`config.mk`:
```
export PLATFORM = sky130hd
export DESIGN_NAME = cpsb_ctrl
export DESIGN_NICKNAME = d
export VERILOG_FILES = /design/src/sv/assert_macros.svh /design/src/sv/cpsb_pkg.sv /design/src/sv/cpsb_ctrl.sv
export SDC_FILE = /design/constraint.sdc
export NUM_CORES = 1
export LEC_CHECK = 0
export BUFFER_PORTS_ARGS = -buffer_cell sky130_fd_sc_hd__clkbuf_2
export CORE_MARGIN = 2
export CORE_UTILIZATION = 52
export DETAILED_ROUTE_END_ITERATION = 8
export PLACE_DENSITY = 0.85
export RECOVER_POWER = 50
export SLEW_MARGIN = 20
export SYNTH_ARGS = -nofsm -noshare
export SYNTH_HDL_FRONTEND = slang
export SYNTH_SLANG_ARGS = --single-unit
export TNS_END_PERCENT = 1
```
`constraint.sdc`:
```
create_clock -name clk -period 4.5 [get_ports clk]
set_clock_uncertainty 0.1 [all_clocks]
set_input_delay 0.675 -clock clk [delete_from_list [all_inputs] [get_ports clk]]
set_output_delay 0.675 -clock clk [all_outputs]
set_load 0.005 [all_outputs]
```
`src/sv/assert_macros.svh`:
```
// Assertion macros used by the top level of the span builder.
`ifndef ASSERT_MACROS_SVH
`define ASSERT_MACROS_SVH
`ifndef SYNTH
`define AST_NEVER(lbl, clk, rst, expr) \
  lbl: assert property (@(posedge clk) disable iff (rst) !(expr)) \
    else $error("forbidden condition seen");
`define AST_NEXT(lbl, clk, rst, ante, cons) \
  lbl: assert property (@(posedge clk) disable iff (rst) (ante) |=> (cons)) \
    else $error("expected follow-up condition missing");
`else
`define AST_NEVER(lbl, clk, rst, expr)
`define AST_NEXT(lbl, clk, rst, ante, cons)
`endif
`endif

```
`src/sv/cpsb_pkg.sv`:
```
// Shared constants, codes and controller/datapath interface types.
package cpsb_pkg;
  localparam int MAX_VERTICES = 64;
  localparam int MAX_ROWS     = 1024;
  localparam int COORD_BITS   = 16;

  localparam int VADDR_W    = $clog2(MAX_VERTICES);
  localparam int VCNT_W     = $clog2(MAX_VERTICES + 1);
  localparam int SPAN_DEPTH = MAX_ROWS + 1;
  localparam int SPAN_W     = 11;
  localparam int EXT_AW     = $clog2(SPAN_DEPTH);
  localparam int WALK_W     = COORD_BITS + 1;
  localparam int ERR_W      = COORD_BITS + 4;
  localparam int WIDTH_W    = 12;
  localparam int HEIGHT_W   = 11;
  localparam int ROW_W      = 12;
  localparam int CFG_IDX_W  = 1;

  localparam logic [WIDTH_W-1:0]  SCREEN_WIDTH_RESET  = 12'd640;
  localparam logic [HEIGHT_W-1:0] SCREEN_HEIGHT_RESET = 11'd480;

  typedef enum logic [CFG_IDX_W-1:0] {
    CFG_SCREEN_WIDTH  = 1'b0,
    CFG_SCREEN_HEIGHT = 1'b1
  } cfg_reg_t;

  typedef enum logic {
    CMD_ADD_VERTEX = 1'b0,
    CMD_READ_SPAN  = 1'b1
  } cmd_t;

  typedef struct packed {
    logic store_vertex;
    logic issue_read;
    logic res_vertex;
    logic res_read;
    logic bounds;
    logic clear_step;
    logic vtx_rd0;
    logic vtx_cap0;
    logic edge_cap;
    logic use_first;
    logic setup;
    logic mark_rd;
    logic mark_wr;
    logic mark_skip;
    logic edge_next;
    logic finish;
  } dp_cmd_t;

  typedef struct packed {
    logic edge_done;
    logic in_range;
    logic last_edge;
    logic clear_done;
  } dp_stat_t;
endpackage

```
`src/sv/cpsb_ctrl.sv`:
```
// Controller state machine sequencing loads, reads and span construction.
module cpsb_ctrl (
  input  logic               clk,
  input  logic               rst,
  input  logic               item_valid,
  output logic               item_ready,
  input  cpsb_pkg::cmd_t     item_cmd,
  input  logic               item_closes,
  output logic               result_valid,
  input  logic               result_ready,
  output cpsb_pkg::dp_cmd_t  dcmd,
  input  cpsb_pkg::dp_stat_t stat
);
  typedef enum logic [11:0] {
    S_IDLE    = 12'h001,
    S_RD_WAIT = 12'h002,
    S_BOUNDS  = 12'h004,
    S_CLEAR   = 12'h008,
    S_V0_RD   = 12'h010,
    S_V0_WT   = 12'h020,
    S_EDGE_RD = 12'h040,
    S_EDGE_WT = 12'h080,
    S_SETUP   = 12'h100,
    S_MARK    = 12'h200,
    S_MARK_WR = 12'h400,
    S_FINISH  = 12'h800
  } state_t;

  state_t state, state_next;
  logic   rv_set;
  logic   accept;

  assign item_ready = (state == S_IDLE) && !result_valid;
  assign accept     = item_valid && item_ready;

  always_comb begin
    state_next = state;
    dcmd       = '0;
    rv_set     = 1'b0;
    unique case (state)
      S_IDLE: begin
        if (accept) begin
          if (item_cmd == cpsb_pkg::CMD_READ_SPAN) begin
            dcmd.issue_read = 1'b1;
            state_next      = S_RD_WAIT;
          end else begin
            dcmd.store_vertex = 1'b1;
            if (item_closes) begin
              state_next = S_BOUNDS;
            end else begin
              dcmd.res_vertex = 1'b1;
              rv_set          = 1'b1;
            end
          end
        end
      end
      S_RD_WAIT: begin
        dcmd.res_read = 1'b1;
        rv_set        = 1'b1;
        state_next    = S_IDLE;
      end
      S_BOUNDS: begin
        dcmd.bounds = 1'b1;
        state_next  = S_CLEAR;
      end
      S_CLEAR: begin
        dcmd.clear_step = 1'b1;
        if (stat.clear_done) state_next = S_V0_RD;
      end
      S_V0_RD: begin
        dcmd.vtx_rd0 = 1'b1;
        state_next   = S_V0_WT;
      end
      S_V0_WT: begin
        dcmd.vtx_cap0 = 1'b1;
        state_next    = S_EDGE_RD;
      end
      S_EDGE_RD: begin
        if (stat.last_edge) begin
          dcmd.use_first = 1'b1;
          state_next     = S_SETUP;
        end else begin
          state_next = S_EDGE_WT;
        end
      end
      S_EDGE_WT: begin
        dcmd.edge_cap = 1'b1;
        state_next    = S_SETUP;
      end
      S_SETUP: begin
        dcmd.setup = 1'b1;
        state_next = S_MARK;
      end
      S_MARK: begin
        if (stat.edge_done) begin
          dcmd.edge_next = 1'b1;
          state_next     = stat.last_edge ? S_FINISH : S_EDGE_RD;
        end else if (stat.in_range) begin
          dcmd.mark_rd = 1'b1;
          state_next   = S_MARK_WR;
        end else begin
          dcmd.mark_skip = 1'b1;
        end
      end
      S_MARK_WR: begin
        dcmd.mark_wr = 1'b1;
        state_next   = S_MARK;
      end
      S_FINISH: begin
        dcmd.finish = 1'b1;
        rv_set      = 1'b1;
        state_next  = S_IDLE;
      end
      default: state_next = S_IDLE;
    endcase
  end

  always_ff @(posedge clk) begin
    if (rst) begin
      state        <= S_IDLE;
      result_valid <= 1'b0;
    end else begin
      state <= state_next;
      if (rv_set) begin
        result_valid <= 1'b1;
      end else if (result_ready) begin
        result_valid <= 1'b0;
      end
    end
  end
endmodule

```
* Word level (Yosys, flattened, before mapping) *
Cells that the tools add are included.

word-level totals
  output and inout port bits = 18
  bits in registers = 13
  logic and storage cells = 62
  input port bits = 10

cells by class
  equality and inequality tests = 16
  reductions and logical operators = 7
  mux-type cells = 37

operators with widths
  operator                                         count
  one-hot mux 12 bit (9 select lines)              1
  two-way mux 12 bit                               7
  two-way mux 1 bit                                24
  == test 12 x 1 -> 1 bit, second input constant   1
  == test 12 x 10 -> 1 bit, second input constant  1
  == test 12 x 11 -> 1 bit, second input constant  1
  == test 12 bit, second input constant            1
  == test 12 x 2 -> 1 bit, second input constant   1
  == test 12 x 3 -> 1 bit, second input constant   1
  == test 12 x 4 -> 1 bit, second input constant   1
  == test 12 x 5 -> 1 bit, second input constant   1
  == test 12 x 6 -> 1 bit, second input constant   1
  == test 12 x 7 -> 1 bit, second input constant   1
  == test 12 x 8 -> 1 bit, second input constant   1
  == test 12 x 9 -> 1 bit, second input constant   1
  two-way mux 9 bit                                1
  two-way mux 3 bit                                2
  != test 3 bit, second input constant             2
  != test 2 bit, second input constant             2
  AND reduction 4 bit                              1
  OR reduction 2 bit                               2
  logical AND 1 bit                                2
  two-way mux 2 bit                                1
  one-hot mux 1 bit (2 select lines)               1
  2 further kinds                                  2

* Depth between registers and ports, before layout *
  depth in word-level cells = 6
  depth in mapped cells = 7
  depth with buffers taken out = 6

* Worst setup path after synthesis *
Ideal clock, no wire load.

  kind = reg-to-output
  start point = reg state[0]
  end point = out dcmd[2] (netlist bit)
  buffers on the path = 0
  path slack = 1922 ps
  cell stages (with the launch flop) = 5
  arrival time = 1803 ps
  data required time = 3725 ps
  cell sequence = dfxtp_1 or4_4 or3_4 or4_4 inv_2

RTL lines
  item                    line              source
  start, declared         cpsb_ctrl.sv:29   state_t state, state_next;
  start signal, assigned  cpsb_ctrl.sv:123  state <= state_next;
  end, declared           cpsb_ctrl.sv:11   output cpsb_pkg::dp_cmd_t dcmd,

==> out/results.ini <==
[clocking]
postCtsHoldBufs=0
cts_tree=yes
htree_num_levels=1
clockBufferDepth=2
post_cts_buffers=0
cts_num_sinks=13
cts_root_buf=clkbuf_4
cts-resized-gates=0
cts_buffers=3
path_clk_slew_ns=0.08
clock_latency_ns=0.27

[sta]
post-route-min-period_ns=3.139
tns_ns=0
hold_viol_final=0
final-setup-viol-count=0
whs_ns=0.4859
rsz0062_at_grt=false
slew_violations=0
fmax_mhz=318.6
period_share=0.6975
maxSlewHeadroom=0.4899
worstMarginPinSlew_ns=0.7582

[routing]
ant_nets=0
viasPerCell=5.967
wire_per_inst_um=13.29
num_vias=913
drt_first_pass_iters=4
drc_errors=0
drtIter0Drc=30
drt-total-wl_um=2033

[global_routing]
grt_pass1_vias=790
antenna_found_initial=0
grt_pass1_wl_um=3436
grt_usage=0.2333
overflow=0
grt_max_degree=10

[synthesis]
syn-cell-area_um2=817.0
synth_edf_count=0
synth_nets=119
synth_cell_types=31
synth_fa_ha_area_frac=0
synth_top_area_cell=dfxtp_1
synth_cells=109
yosysSeqAreaShare=0.3185
synth_top_family_by_area=simple AND/OR/NAND/NOR gates
ys.flop_type=dfxtp_1
synth_simple_gate_area_share=0.5283
synthArstFlopShare=0
yosys-mux-area-fraction=0
synth.avg_cell_area_um2=7.496
synth_area_leaders=dfxtp_1 32%, nor3_1 6.7%, nor2_1 6.0%, and3_1 4.6%, nand2_1 4.6%
synth_top_area_share=0.3185
ys_warn_count=0
synth_compound_area_frac=0.1041
yosys-top-cells-count=13 x dfxtp_1, 13 x nor2_1, 11 x nor3_1
synth_xor_area_frac=0.02144
ys_ff_latch=13

[worst_hold_path]
hold_path.class=flop to flop

[worst_setup_path]
arrival_ns=2.36
worstSetupPathType=flop to output port
worstPathRequired_ns=3.72
critPathCaptureType=output port
worst_setup_path_start_kind=flop
crit_path_max_fanout=8

[place]
routabilityCongestion=0.8623
placed_cell_area_um2=960.9
dp_hpwl_um=1622
placed_cells=149
portBuffers=27

[floorplanning]
dieArea_um2=1904
num_rows=14
die_h_um=43.64
fp.dieW_um=43.64
io_pins=28
core_um2=1489
start_util=0.5487

[cells_and_area]
postLayoutCoreUtil=0.6513
fillers=130
diodes=0
area_delta_synth_final_pct=18.68
post-route-cell-area_um2=969.7
nets=148
final_cells=153
final_layout_size_suffix_gt1_frac=0.2263

[power_and_ir_drop]
power_density_nw_per_um2=276.5
vdd_drop_max_mv=0.2919
power.leakage_nw=0.4649

[run_status]
status=finished, final reports clean

[job]
drv_cap=0

[power by group]
group,internal [mW],total (mW),switching (mW)
Combinational,0.0299,0.0684,0.0385
Clock,0.0342,0.0713,0.0370
Sequential,0.120,0.128,0.00833
Total,0.184,0.268,0.0839
[flip-flops by register name, summed over array words and instances, names as in the netlist]
name and flops:
result_valid 1, state 12
[metal layers]
| metal | vias to the layer above | wire, um | global-route usage |
|---|---|---|---|
| li1 | 450 | - | - |
| met1 | 412 | 896 | 0.3005 |
| met2 | 45 | 947 | 0.4029 |
| met3 | 6 | 148 | 0.02500 |
| met4 | 0 | 41 | 0.07879 |
| met5 | - | 0 | 0 |
[cells by family after synthesis]
kind of cell           after synthesis
XOR/XNOR                             2
flip-flops                          13
AO/OA/AOI/OAI                       13
buffers and inverters                6
AND/OR/NAND/NOR                     75
[stage by stage]
step	power, mW	setup slack (ns)
finish	0.2681	1.361
global route	0.2851	1.279
CTS	0.2742	1.458
detailed placement	0.2026	1.751
global placement	0.2008	1.767
floorplan	0.1785	1.922
[cell usage in the layout, fill, tap and decap left out, types with 4 or more instances in the layout]
master / count
nor4_1: 5
nor2b_1: 5
nand2b_1: 4
dfxtp_1: 13
nor3_1: 11
nor2_1: 13
nand2_1: 10
clkbuf_2: 27
and3_1: 6
nand3_1: 4
nor3b_1: 4
a21oi_1: 5
[worst max-delay path, cell delays in order, from the launching register on]
cell,delay [ns]
dfxtp_1,0.38
or4_1,0.59
or3_1,0.38
or4_1,0.57
inv_2,0.09
clkbuf_2,0.10
[path summary, 6_finish.rpt]
kind	from	end	slack (ns)	depth (start not counted)
setup / recovery	state[0]	dcmd[2]	1.36	5
hold / removal	state[4]	state[5]	0.49	2
setup reg to reg	state[0]	state[6]	2.01	5
hold reg to reg	state[4]	state[5]	0.49	2
[area by class of cell]
type                       instances  area, um2  area share
timing repair buffer              27      135.1      0.1394
inverter                           3      11.26     0.01161
multi-input combinational         90      516.7      0.5329
clock buffer                       4      26.28     0.02710
sequential                        13      260.3      0.2684
tap                               16      20.02     0.02065
(Power assumes the default switching activity.)
